### config.mk
export PLATFORM = sky130hd
export DESIGN_NAME = sgtf_ctrl
export DESIGN_NICKNAME = d
export VERILOG_FILES = /design/src/design/sgtf_pkg.sv /design/src/design/sgtf_ctrl.sv
export SDC_FILE = /design/constraint.sdc
export NUM_CORES = 1
export LEC_CHECK = 0
export ABC_AREA = 1
export BUFFER_PORTS_ARGS = -buffer_cell sky130_fd_sc_hd__buf_2
export CAP_MARGIN = 5
export CORE_MARGIN = 1.5
export CORE_UTILIZATION = 30
export CTS_BUF_LIST = sky130_fd_sc_hd__clkbuf_4 sky130_fd_sc_hd__clkbuf_8
export CTS_CLUSTER_DIAMETER = 50
export CTS_CLUSTER_SIZE = 28
export DETAILED_ROUTE_END_ITERATION = 7
export GPL_ROUTABILITY_DRIVEN = 0
export PLACE_DENSITY = 0.51
export SLEW_MARGIN = 20
export SYNTH_ARGS = -nofsm -noshare
export SYNTH_HDL_FRONTEND = slang
export SYNTH_SLANG_ARGS = --single-unit
### constraint.sdc
create_clock -name clk -period 3 [get_ports clk]
set_input_delay 0.15 -clock clk [delete_from_list [all_inputs] [get_ports clk]]
set_output_delay 0.15 -clock clk [all_outputs]
set_load 0.02 [all_outputs]
### src/design/sgtf_pkg.sv
`timescale 1ns / 1ps
// Package for the scaled glyph text frame buffer: screen geometry, transaction
// structs, controller command/status structs, state encoding and the 5x7 font.
// No dependencies.
package sgtf_pkg;

	localparam int SCREEN_WIDTH  = 240;
	localparam int SCREEN_HEIGHT = 240;
	localparam int STORE_DEPTH   = SCREEN_WIDTH * SCREEN_HEIGHT;
	localparam int ADDR_W        = $clog2(STORE_DEPTH);
	localparam int X_W           = $clog2(SCREEN_WIDTH);
	localparam int Y_W           = $clog2(SCREEN_HEIGHT);

	// Working width of a pixel coordinate: a 10-bit origin plus the glyph extent.
	localparam int COORD_W       = 12;

	localparam int GLYPH_COLS    = 5;
	localparam int GLYPH_ROWS    = 7;
	localparam int GLYPH_ADVANCE = 6;

	typedef enum logic [1:0] {
		KIND_CLEAR     = 2'd0,
		KIND_DRAW_AT   = 2'd1,
		KIND_DRAW_PEN  = 2'd2,
		KIND_READ      = 2'd3
	} kind_t;

	typedef struct packed {
		kind_t        kind;
		logic [9:0]   x_pos;
		logic [9:0]   y_pos;
		logic [7:0]   char_code;
		logic [15:0]  color;
		logic [3:0]   scale;
	} cmd_t;

	typedef struct packed {
		logic [15:0]  pixel_word;
		logic         in_range;
	} rsp_t;

	typedef enum logic [2:0] {
		ST_IDLE,
		ST_CLEAR,
		ST_DOT,
		ST_PAINT,
		ST_READ,
		ST_RESP
	} state_t;

	typedef struct packed {
		logic load;
		logic clr_step;
		logic dot_next;
		logic paint_step;
		logic rd_issue;
		logic rsp_load;
	} ctrl_cmd_t;

	typedef struct packed {
		logic clr_last;
		logic dot_lit;
		logic dot_last;
		logic sq_last;
		logic rsp_free;
	} dp_status_t;

	typedef logic [GLYPH_COLS-1:0][GLYPH_ROWS-1:0] glyph_t;

	// Column-major font; column 0 is the rightmost entry of each literal, bit 0
	// of a column is the top row. Codes without a glyph come back blank.
	function automatic glyph_t glyph_of(input logic [7:0] code);
		glyph_t g;
		case (code)
			8'd45:   g = {7'h08, 7'h08, 7'h08, 7'h08, 7'h08};
			8'd46:   g = {7'h00, 7'h00, 7'h60, 7'h60, 7'h00};
			8'd58:   g = {7'h00, 7'h00, 7'h36, 7'h36, 7'h00};
			8'd48:   g = {7'h3e, 7'h45, 7'h49, 7'h51, 7'h3e};
			8'd49:   g = {7'h00, 7'h40, 7'h7f, 7'h42, 7'h00};
			8'd50:   g = {7'h46, 7'h49, 7'h51, 7'h61, 7'h42};
			8'd51:   g = {7'h31, 7'h4b, 7'h45, 7'h41, 7'h21};
			8'd52:   g = {7'h10, 7'h7f, 7'h12, 7'h14, 7'h18};
			8'd53:   g = {7'h39, 7'h45, 7'h45, 7'h45, 7'h27};
			8'd54:   g = {7'h30, 7'h49, 7'h49, 7'h4a, 7'h3c};
			8'd55:   g = {7'h03, 7'h05, 7'h09, 7'h71, 7'h01};
			8'd56:   g = {7'h36, 7'h49, 7'h49, 7'h49, 7'h36};
			8'd57:   g = {7'h1e, 7'h29, 7'h49, 7'h49, 7'h06};
			8'd65:   g = {7'h7e, 7'h11, 7'h11, 7'h11, 7'h7e};
			8'd67:   g = {7'h22, 7'h41, 7'h41, 7'h41, 7'h3e};
			8'd68:   g = {7'h1c, 7'h22, 7'h41, 7'h41, 7'h7f};
			8'd69:   g = {7'h41, 7'h49, 7'h49, 7'h49, 7'h7f};
			8'd73:   g = {7'h00, 7'h41, 7'h7f, 7'h41, 7'h00};
			8'd77:   g = {7'h7f, 7'h02, 7'h0c, 7'h02, 7'h7f};
			8'd79:   g = {7'h3e, 7'h41, 7'h41, 7'h41, 7'h3e};
			8'd80:   g = {7'h06, 7'h09, 7'h09, 7'h09, 7'h7f};
			8'd82:   g = {7'h46, 7'h29, 7'h19, 7'h09, 7'h7f};
			8'd83:   g = {7'h32, 7'h49, 7'h49, 7'h49, 7'h26};
			8'd84:   g = {7'h01, 7'h01, 7'h7f, 7'h01, 7'h01};
			default: g = '0;
		endcase
		return g;
	endfunction

endpackage

### src/design/sgtf_ctrl.sv
`timescale 1ns / 1ps
// Controller state machine for the scaled glyph text frame buffer.
// Depends on sgtf_pkg; drives the datapath only through ctrl_cmd_t.
module sgtf_ctrl (
	input  logic                clk,
	input  logic                arst_n,
	input  logic                cmd_valid,
	input  sgtf_pkg::kind_t     cmd_kind,
	output logic                cmd_stall,
	input  sgtf_pkg::dp_status_t status,
	output sgtf_pkg::ctrl_cmd_t ctl
);
	import sgtf_pkg::*;

	state_t state_q;
	state_t state_next;

	always_ff @(posedge clk or negedge arst_n) begin
		if (!arst_n) begin
			state_q <= ST_IDLE;
		end else begin
			state_q <= state_next;
		end
	end

	always_comb begin
		state_next = state_q;
		case (state_q)
			ST_IDLE: begin
				if (cmd_valid) begin
					case (cmd_kind)
						KIND_CLEAR:                  state_next = ST_CLEAR;
						KIND_DRAW_AT, KIND_DRAW_PEN: state_next = ST_DOT;
						default:                     state_next = ST_READ;
					endcase
				end
			end
			ST_CLEAR: begin
				if (status.clr_last) state_next = ST_IDLE;
			end
			ST_DOT: begin
				if (status.dot_lit) state_next = ST_PAINT;
				else if (status.dot_last) state_next = ST_IDLE;
			end
			ST_PAINT: begin
				if (status.sq_last) state_next = status.dot_last ? ST_IDLE : ST_DOT;
			end
			ST_READ: state_next = ST_RESP;
			ST_RESP: begin
				if (status.rsp_free) state_next = ST_IDLE;
			end
			default: state_next = ST_IDLE;
		endcase
	end

	always_comb begin
		ctl = '0;
		cmd_stall = (state_q != ST_IDLE);
		case (state_q)
			ST_IDLE:  ctl.load = cmd_valid;
			ST_CLEAR: ctl.clr_step = 1'b1;
			ST_DOT:   ctl.dot_next = !status.dot_lit && !status.dot_last;
			ST_PAINT: begin
				ctl.paint_step = 1'b1;
				ctl.dot_next   = status.sq_last && !status.dot_last;
			end
			ST_READ:  ctl.rd_issue = 1'b1;
			ST_RESP:  ctl.rsp_load = status.rsp_free;
			default:  ctl = '0;
		endcase
	end

endmodule

# [Word-level counts from Yosys, hierarchy flattened]
# Index checks and enable logic that the tools add are counted.
[totals] out_inout_bits=7 wordCells=37 in_bits=10 register_bits=3
[op_classes] reduce_logical=9 muxes=15 eq_ne=12
[ops] operator="2-to-1 mux 3 bit" n=6
[ops] operator="case mux 3 bit (6 select lines)" n=1
[ops] operator="inequality test 2 bit (second input constant)" n=4
[ops] operator="equality test 3 x 2 -> 1 bit (second input constant)" n=2
[ops] operator="equality test 3 bit (second input constant)" n=2
[ops] operator="case mux 3 bit (2 select lines)" n=1
[ops] operator="2-to-1 mux 1 bit" n=5
[ops] operator="AND reduction 5 bit" n=1
[ops] operator="equality test 3 x 1 -> 1 bit (second input constant)" n=1
[ops] operator="logical NOT 3 bit" n=1
[ops] operator="inequality test 3 bit (second input constant)" n=1
[ops] operator="nonzero test 3 bit" n=1
[ops] operator="equality test 2 x 1 -> 1 bit (second input constant)" n=1
[ops] operator="equality test 2 bit (second input constant)" n=1
[ops] operator="logical AND 1 bit" n=2
[ops] operator="logical NOT 1 bit" n=2
[ops] operator="logical NOT 2 bit" n=1
[ops] operator="2-to-1 mux 2 bit" n=1
[ops] operator="case mux 1 bit (2 select lines)" n=1
[ops] operator="OR reduction 2 bit" n=1

# [Logic depth before layout (Yosys ltp)]
# Gate-level depths: netlist of the first run.
[depth] ltp_word=5 mapped_depth=8 depth_no_buf=8

# [Worst setup path after synthesis of the first run]
# No wires, ideal clock.
[synth_timing] path_type="register to output" start="register state_q[2]" end="output port ctl[3] (netlist name)" path_slack_ns=1.536 path_stages_with_launch=5 t_arrival_ns=1.314 n_path_buf=1 required_time_ns=2.850 path_cell_list="dfrtp_1 > clkbuf_8 > nor2_4 > nand2_1 > a21boi_0"
[synth_rtl] element="from (decl)" line_no="sgtf_ctrl.sv:15" source="state_t state_q;"
[synth_rtl] element="from (signal assigned)" line_no="sgtf_ctrl.sv:22" source="state_q <= state_next;"
[synth_rtl] element="to (decl)" line_no="sgtf_ctrl.sv:11" source="output sgtf_pkg::ctrl_cmd_t ctl"

==> metrics.md, run 1 <==
| Metric | Value |
|---|---|
| Final Cycle Share | `0.499` |
| Synth warnings | `0` |
| RR Startpoint | `state_q[2]$_DFFE_PN0P_` |
| Final #Nets | `96` |
| Hold Crit Class | `in2async` |
| Final core utilization | `0.415` |
| Setup violations, final | `0` |
| Commonest non-fill, non-tap cells in the layout | `buf_2 (16), inv_1 (12), nor2_1 (10)` |
| TritonCTS clock tree | `built` |
| Max-Cap Viols | `0` |
| Buffer count from post-CTS setup fixing | `0` |
| Cell count of the worst reg-to-reg path | `5` |
| Initial Util | `0.317` |
| WP data required | `between 2 and 3 ns` |
| Pleak | `0.000361 µW` |
| GRT overflow | `0` |
| Final Critical Period | `between 1 and 1.5 ns` |
| Post-layout power | `452 µW` |
| Share of cells above drive strength 1 | `0.386` |
| Largest register by flop count | `state_q` |
| Antenna Nets Post-Route | `0` |
| Number of global-route vias before repair | `between 300 and 400` |
| Die area | `1570 µm²` |
| Register area share after synthesis | `0.187` |
| First-pass GRT wire length | `between 1.5 and 2 mm` |
| Synth Register Bits | `3` |
| Die width | `about 40 µm` |
| CTS Buf Count | `3` |
| Peak VDD IR | `approximately 0.26 mV` |
| DR iter-0 viols | `6` |
| Average size of a mapped cell | `~6.4 µm²` |
| CTS Hold Bufs | `1` |
| Initial antenna violation count | `0` |
| Avg Vias per Cell | `4.28` |
| Max_slew headroom | `0.753` |
| CP startpoint | `state_q[0]$_DFFE_PN0P_` |
| Mapped Area | `between 400 and 500 µm²` |
| Worst clock skew | `around 0.0017 ns` |
| Core area | `between 1000 and 1500 µm²` |
| Hold Slack | `0.244 ns` |
| Worst-skew pair later-pin latency | `0.23 ns` |
| N_diodes | `0` |
| Row cnt | `13` |
| Largest net degree at the start of global routing | `10` |
| Final TNS setup | `0 ns` |
| Tot GR Track Use | `0.146` |
| Outcome | `finished, final reports clean` |
| Critical Path AT | `roughly 1.4 ns` |
| Cell variety after synth | `18` |
| Drt wl/cell | `9.04 µm` |
| Placed cell area | `around 490 µm²` |
| IO Pins | `17` |
| Syn-to-layout area delta | `31.2%` |
| RSZ-0062 raised after global routing | `false` |
| Drt total wl | `886 µm` |
| Largest regs | `state_q: 3 flops` |
| Most common cell after layout, fill and taps aside | `buf_2` |
| Setup crit start kind | `flip-flop` |
| Drt first pass iters | `4` |
| Worst-path clk slew | `roughly 0.04 ns` |
| R2R setup slack | `roughly 1.7 ns` |
| Syn_nets | `between 70 and 80` |
| Crit path capture | `ctl[5]` |
| Clock Root Buffer | `clkbuf_4` |
| Worst setup EP type | `output port` |
| Worst R2R End | `state_q[0]$_DFFE_PN0P_` |
| Pwr per Cell Area | `approximately 860 nW/µm²` |
| Total number of vias | `about 420` |
| Largest register FFs | `3` |
| Gates resized, CTS repair | `0` |
| Design area | `around 530 µm²` |
| H-tree Lvls | `1` |
| Post-Syn Instances | `between 60 and 70` |
| FMAX | `around 670 MHz` |
| PortBufs | `16` |
| Die Ht | `~40 µm` |
| Hold Vio Cnt, Final | `0` |
| Max Root-Sink Buffers | `2` |
| Drc violations | `0` |
| Critical path peak fanout | `7` |
| Critical path type | `reg2out` |
| Max-slew violation count | `0` |
| Least-Margin Pin Slew | `0.371 ns` |
| Clock sinks | `3` |
| DP HPWL | `~720 µm` |
-- how the worst min path moves through the flow --
stage | from | end | slack, ns | cells past startpoint
2_1_floorplan | arst_n | state_q[0]$_DFFE_PN0P_ | -0.15 | 0
3_3_place_gp | arst_n | state_q[0]$_DFFE_PN0P_ | -0.05 | 1
3_5_place_dp | arst_n | state_q[1]$_DFFE_PN0P_ | -0.05 | 1
4_1_cts | arst_n | state_q[1]$_DFFE_PN0P_ | 0.24 | 2
5_1_grt | arst_n | state_q[1]$_DFFE_PN0P_ | 0.26 | 2
6_report | arst_n | state_q[1]$_DFFE_PN0P_ | 0.24 | 2
-- critical path, cell delays in order, from the launching register on --
cell and delay, ns:
dfrtp_1 0.45, inv_2 0.13, nand2_2 0.08, nor2_2 0.15
inv_1 0.07, nor2_1 0.07, buf_2 0.16
-- cells in the mapped netlist --
library cell / count / share of area
inv_1: 12 / 0.11
nor2_1: 10 / 0.093
nand2_1: 9 / 0.084
nand3_1: 7 / 0.087
dfrtp_1: 3 / 0.19
inv_2: 3 / 0.028
nand2_4: 3 / 0.084
ha_1: 2 / 0.062
nand2_2: 2 / 0.031
nand4_1: 2 / 0.031
nor2_2: 2 / 0.031
o21bai_1: 2 / 0.037
a21boi_0: 1 / 0.019
clkbuf_8: 1 / 0.034
nand3_2: 1 / 0.025
nor2_4: 1 / 0.028
o21ai_0: 1 / 0.012
o21ai_1: 1 / 0.012
-- per-layer routing --
metal  wire length (µm)  global-route usage  vias up  share of wire
met3                 37              0.0511        0          0.042
li1                   -                   -      232              -
met2                415               0.230        9           0.47
met5                  0                   0        -              0
met1                432               0.201      178           0.49
met4                  0                   0        0              0
-- where the power goes --
group	leakage, µW	total (µW)	switching [µW]	internal (µW)
combinational	0.000304	279	180	98.6
sequential	0.0000390	94.0	35.9	58.1
clock	0.0000184	79.1	20.3	58.8
total	0.000361	452	237	215
-- final cells by class --
class	count	area, µm²
fill	148	742
multi-input combinational	44	256
timing repair buffer	17	90.1
sequential	3	75.1
inverter	15	56.3
clock buffer	4	30.0
tap	15	18.8
-- metrics by stage --
stage	cells	worst slack, ns
global route	98	1.29
finish	98	1.50
floorplan	63	1.54
CTS	98	1.48
global placement	93	1.73
detailed placement	93	1.74
-- logic make-up after synthesis --
group,after synthesis,share of synthesized area
adders and majority gates,2,0.0623
buffers and inverters,16,0.174
AOI/OAI and AO/OA,5,0.0810
and+or+nand+nor,37,0.495
DFF,3,0.187
Power figures use the tool's default switching activity.
==> inputs of run 2 (changes only) <==
==> constraint.sdc (replaced) <==
create_clock -name clk -period 1.4 [get_ports clk]
set_input_delay 0.07 -clock clk [delete_from_list [all_inputs] [get_ports clk]]
set_output_delay 0.07 -clock clk [all_outputs]
set_load 0.02 [all_outputs]
==> metrics.md, run 2 (synthesized netlist as in run 1, its figures left out) <==
| Metric | Value |
|---|---|
| Outcome | `finished, final reports clean` |
| Die Ht | `39.6 µm (unchanged)` |
| Critical path type | `reg2out` |
| Setup violations, final | `0 (unchanged)` |
| Tot GR Track Use | `0.149 (+0.00353)` |
| Pleak | `0.000383 µW (+6.0%)` |
| Final core utilization | `0.466 (+0.0513)` |
| CTS Buf Count | `3 (unchanged)` |
| Commonest non-fill, non-tap cells in the layout | `buf_2 (15), inv_1 (11), nor2_1 (9), nand2_1 (9), nand3_1 (7)` |
| Delay-heaviest family, CP | `flip-flops` |
| Most common cell after layout, fill and taps aside | `buf_2` |
| Die width | `39.6 µm (unchanged)` |
| Clock Root Buffer | `clkbuf_4` |
| Max-Cap Viols | `0 (unchanged)` |
| Drt first pass iters | `4 (unchanged)` |
| GRT overflow | `0 (unchanged)` |
| CP max-delay cell | `dfrtp_1` |
| Least-Margin Pin Slew | `0.188 ns (-0.183 ns)` |
| Hold Crit Class | `in2async` |
| Worst-skew pair later-pin latency | `0.24 ns (about the same)` |
| Number of global-route vias before repair | `384 (+2.7%)` |
| Initial antenna violation count | `0 (unchanged)` |
| First-pass GRT wire length | `1.56 mm (+1.4%)` |
| Row cnt | `13 (unchanged)` |
| RSZ-0062 raised after global routing | `true` |
| TritonCTS clock tree | `built` |
| FMAX | `~740 MHz` |
| Final #Nets | `100 (+4.2%)` |
| H-tree Lvls | `1 (unchanged)` |
| Setup crit start kind | `flip-flop` |
| Largest net degree at the start of global routing | `8 (-2)` |
| Max-slew violation count | `0 (unchanged)` |
| Largest register by flop count | `state_q` |
| Critical path peak fanout | `5 (-2)` |
| Peak VDD IR | `0.789 mV (+200%)` |
| Initial Util | `0.317 (unchanged)` |
| Avg Vias per Cell | `4.39 (+2.7%)` |
| DP HPWL | `741 µm (+2.3%)` |
| Pwr per Cell Area | `1950 nW/µm² (+130%)` |
| Die area | `1570 µm² (unchanged)` |
| Worst setup EP type | `output port` |
| PortBufs | `16 (unchanged)` |
| Core area | `1270 µm² (unchanged)` |
| Cell chain of the critical path | `inv_2 -> nand2_4 -> nor2_4 -> inv_2 -> nor2_4 -> buf_6` |
| Final Critical Period | `roughly 1.4 ns` |
| Largest register FFs | `3 (unchanged)` |
| Worst-path clk slew | `0.04 ns (about the same)` |
| Drc violations | `0 (unchanged)` |
| Buffers & Inverters on Critical Path | `3 (unchanged)` |
| Max Root-Sink Buffers | `2 (unchanged)` |
| CP max stage delay | `0.40 ns (-0.05 ns)` |
| Critical Path AT | `1.28 ns (-0.07 ns)` |
| Hold Vio Cnt, Final | `0 (unchanged)` |
| Drt total wl | `930 µm (+5.0%)` |
| R2R setup slack | `0.18 ns (-1.55 ns)` |
| DR iter-0 viols | `12 (+6)` |
| Share of cells above drive strength 1 | `0.460 (+0.0742)` |
| IO Pins | `17 (unchanged)` |
| Clock sinks | `3 (unchanged)` |
| Drt wl/cell | `9.12 µm (+0.85%)` |
| Worst clock skew | `0.00773 ns (+0.00606 ns)` |
| Final Cycle Share | `0.965` |
| Max_slew headroom | `0.875 (+0.122)` |
| Syn-to-layout area delta | `47.4%` |
| Total number of vias | `448 (+6.9%)` |
| N_diodes | `0 (unchanged)` |
| Antenna Nets Post-Route | `0 (unchanged)` |
| WP data required | `1.33 ns (-1.52 ns)` |
| Largest regs | `state_q: 3 flops` |
| Final TNS setup | `0 ns (unchanged)` |
[run 2: changes by cell type in the layout (fill, tap and decap cells not counted), sizes merged]
cell / delta
buf: +4
[run 2: area by class of cell]
class	instances	area (µm²)
Fill cell	140	677
Multi-Input combinational cell	44	279
Timing Repair Buffer	21	130
Sequential cell	3	77.6
Inverter	15	56.3
Clock buffer	4	30.0
Tap cell	15	18.8
[run 2: through the flow]
| stage | instance area [µm²] | worst slack [ns] | hold slack (ns) | instances | total power [µW] |
|---|---|---|---|---|---|
| floorplan | 402 | 0.0158 | -0.226 | 63 | 677 |
| detailed placement | 494 | 0.175 | -0.130 | 94 | 815 |
| finish | 592 | 0.0495 | 0.159 | 102 | 1150 |
| CTS | 542 | 0.0178 | 0.151 | 99 | 1030 |
| global placement | 494 | 0.176 | -0.130 | 94 | 822 |
| global route | 592 | -0.0129 | 0.176 | 102 | 1260 |
[run 2: report_power, final]
group          internal, µW  switching [µW]  total [µW]
Clock                   127            52.7         179
Combinational           323             459         782
Sequential              130            63.7         193
Total                   579             575        1150
[run 2: timing repair]
action / CTS / global route
endpoints found under the hold margin: 3 / 0
endpoints found under the setup margin: 2 / 2
pin swaps: 0 / 4
hold buffers: 1 / 0
resized for setup: 3 / 9
setup buffers: 0 / 3
[run 2: path summary, 6_finish.rpt]
check | end | cells past startpoint | from
max in group asynchronous | state_q[0]$_DFFE_PN0P_ | 2 | arst_n
hold reg to reg | state_q[0]$_DFFE_PN0P_ | 3 | state_q[0]$_DFFE_PN0P_
setup / recovery | ctl[5] | 6 | state_q[1]$_DFFE_PN0P_
hold / removal | state_q[1]$_DFFE_PN0P_ | 2 | arst_n
setup reg to reg | state_q[0]$_DFFE_PN0P_ | 7 | state_q[1]$_DFFE_PN0P_
min in group clk | state_q[0]$_DFFE_PN0P_ | 5 | status[3]
[run 2: routing by layer]
metal | track usage | vias to the layer above | part of all wire
met5 | 0 | - | 0
met4 | 0.0776 | 0 | 0.018
met3 | 0.0170 | 2 | 0.032
met2 | 0.242 | 11 | 0.50
met1 | 0.190 | 195 | 0.45
li1 | - | 240 | -
==> inputs of run 3 (changes only) <==
--- a/config.mk
+++ b/config.mk
@@ -7,15 +7,15 @@
 export LEC_CHECK = 0
 export ABC_AREA = 1
 export BUFFER_PORTS_ARGS = -buffer_cell sky130_fd_sc_hd__buf_2
-export CAP_MARGIN = 5
-export CORE_MARGIN = 1.5
-export CORE_UTILIZATION = 30
+export CAP_MARGIN = 0
+export CORE_AREA = 2 2 39 41
 export CTS_BUF_LIST = sky130_fd_sc_hd__clkbuf_4 sky130_fd_sc_hd__clkbuf_8
 export CTS_CLUSTER_DIAMETER = 50
 export CTS_CLUSTER_SIZE = 28
 export DETAILED_ROUTE_END_ITERATION = 7
+export DIE_AREA = 0 0 41 43
 export GPL_ROUTABILITY_DRIVEN = 0
-export PLACE_DENSITY = 0.51
+export PLACE_DENSITY = 0.52
 export SLEW_MARGIN = 20
 export SYNTH_ARGS = -nofsm -noshare
 export SYNTH_HDL_FRONTEND = slang
==> metrics.md, run 3 (synthesized netlist as in run 1, its figures left out) <==
| Metric | Value |
|---|---|
| Outcome | `finished, final reports clean` |
| Area occupied by multi-input gates | `267 µm² (-4.5%)` |
| IO Pins | `17 (unchanged)` |
| Dpl ws | `0.155 ns (-0.0207 ns)` |
| Largest register by flop count | `state_q` |
| Worst clock skew | `0.000831 ns (-0.00690 ns)` |
| GRT overflow | `0 (unchanged)` |
| Max Root-Sink Buffers | `2 (unchanged)` |
| Least-Margin Pin Slew | `0.187 ns (-0.000978 ns)` |
| PortBufs | `16 (unchanged)` |
| Drt total wl | `909 µm (-2.3%)` |
| CTS Buf Count | `3 (unchanged)` |
| DP HPWL | `757 µm (+2.2%)` |
| Die Ht | `43 µm (+8.6%)` |
| Drt wl/cell | `8.74 µm (-4.1%)` |
| TritonCTS clock tree | `built` |
| Syn-to-layout area delta | `48.9%` |
| Hold Slack | `0.167 ns (+0.00776 ns)` |
| Setup violations, final | `0 (unchanged)` |
| Largest regs | `state_q: 3 flops` |
| Post-layout power | `1150 µW (-0.73%)` |
| Max-Cap Viols | `0 (unchanged)` |
| Pleak | `0.000390 µW (+1.8%)` |
| Most common cell after layout, fill and taps aside | `buf_2` |
| Core area | `1380 µm² (+9.1%)` |
| Delay-heaviest family, CP | `flip-flops` |
| Final core utilization | `0.432 (-0.0343)` |
| Number of global-route vias before repair | `339 (-12%)` |
| Cell count of the worst reg-to-reg path | `7 (unchanged)` |
| Avg Vias per Cell | `4.50 (+2.5%)` |
| Hold Crit Class | `in2async` |
| Final Cycle Share | `0.946 (-0.0187)` |
| Pwr per Cell Area | `1920 nW/µm² (-1.8%)` |
| DR iter-0 viols | `8 (-4)` |
| N_diodes | `0 (unchanged)` |
| Setup crit start kind | `flip-flop` |
| Clock sinks | `3 (unchanged)` |
| Drt first pass iters | `4 (unchanged)` |
| Commonest non-fill, non-tap cells in the layout | `buf_2 (15), inv_1 (12), nor2_1 (10)` |
| Worst-path clk slew | `0.04 ns (about the same)` |
| Largest net degree at the start of global routing | `10 (+2)` |
| Peak VDD IR | `0.629 mV (-20%)` |
| Hold Vio Cnt, Final | `0 (unchanged)` |
| WP depth | `5 (-1)` |
| Design area | `598 µm² (+1.1%)` |
| Largest register FFs | `3 (unchanged)` |
| Clock Root Buffer | `clkbuf_4` |
| Buffers & Inverters on Critical Path | `1 (-2)` |
| Die area | `1760 µm² (+12%)` |
| WP data required | `1.33 ns (about the same)` |
| Initial antenna violation count | `0 (unchanged)` |
| Storage element area | `77.6 µm² (unchanged)` |
| Critical Path AT | `1.25 ns (-0.03 ns)` |
| Fillers | `158 (+13%)` |
| Max-slew violation count | `0 (unchanged)` |
| Cell chain of the critical path | `nand2_2 -> nor2_4 -> nand2_1 -> a21boi_1 -> buf_2` |
| H-tree Lvls | `1 (unchanged)` |
| Antenna Nets Post-Route | `0 (unchanged)` |
| CP max-delay cell | `dfrtp_2` |
| Die width | `41 µm (+3.6%)` |
| Max_slew headroom | `0.876 (about the same)` |
| Initial Util | `0.290 (-0.0263)` |
| Final Critical Period | `1.32 ns (-0.0261 ns)` |
| Tot GR Track Use | `0.114 (-0.0356)` |
| Worst-skew pair later-pin latency | `0.23 ns (about the same)` |
| Total number of vias | `468 (+4.5%)` |
| First-pass GRT wire length | `1.33 mm (-15%)` |
| Row cnt | `14 (+1)` |
| Final #Nets | `101 (+1.0%)` |
| Placed cell area | `488 µm² (-1.3%)` |
| FMAX | `755 MHz (+2.0%)` |
| Critical path type | `reg2out` |
| Drc violations | `0 (unchanged)` |
| Critical path peak fanout | `6 (+1)` |
| Worst setup EP type | `output port` |
| Share of cells above drive strength 1 | `0.443 (-0.0166)` |
| CP max stage delay | `0.43 ns (+0.03 ns)` |
| Setup ws final | `0.0756 ns (+0.0261 ns)` |
==> run 3: timing repair <==
item | CTS | global route
pin swaps | 0 | 0
buffers inserted | 0 | 5
hold buffers | 1 | 0
cloned | 0 | 0
endpoints found under the hold margin | 3 | 0
endpoints found under the setup margin | 2 | 2
resized for setup | 3 | 5
==> run 3: final timing paths <==
check	from	to	slack [ns]
worst max-delay path	state_q[0]$_DFFE_PN0P_	ctl[3]	0.08
worst min register to register	state_q[1]$_DFFE_PN0P_	state_q[1]$_DFFE_PN0P_	0.73
worst min-delay path	arst_n	state_q[0]$_DFFE_PN0P_	0.17
worst max register to register	state_q[2]$_DFFE_PN0P_	state_q[2]$_DFFE_PN0P_	0.15
max in group asynchronous	arst_n	state_q[2]$_DFFE_PN0P_	1.11
min in group clk	status[3]	state_q[0]$_DFFE_PN0P_	0.25
==> run 3: per-layer routing <==
metal  up-vias  GRT usage  share of wire
met3         0     0.0628          0.079
met2        16      0.175           0.53
met4         0     0.0200              0
met1       209      0.136           0.39
met5         -          0              0
li1        243          -              -
==> run 3: power breakdown <==
| part | leakage, µW | switching, µW | internal, µW |
|---|---|---|---|
| combinational | 0.000335 | 438 | 332 |
| sequential | 0.0000362 | 78.3 | 130 |
| clock | 0.0000184 | 41.8 | 126 |
==> run 3: final cells by class <==
class,count,area share
repair buffers,22,0.238
flip-flops and latches,3,0.130
multi-input cells,44,0.446
clock buffers,4,0.0502
inverters,15,0.103
well taps,16,0.0335
==> run 3: worst reg2reg max path, cell delays in order (launching register included) <==
cell     delay, ns
dfrtp_2       0.47
buf_12        0.16
inv_1         0.08
nand4_1       0.14
nand2_1       0.10
nor2_1        0.05
o21ai_1       0.08
inv_1         0.06
==> run 3: metrics by stage <==
step / TNS [ns] / std cells
6_report: 0 / 104
5_1_grt: -0.0115 / 104
4_1_cts: 0 / 99
3_5_place_dp: 0 / 94
3_3_place_gp: 0 / 94
2_1_floorplan: 0 / 63
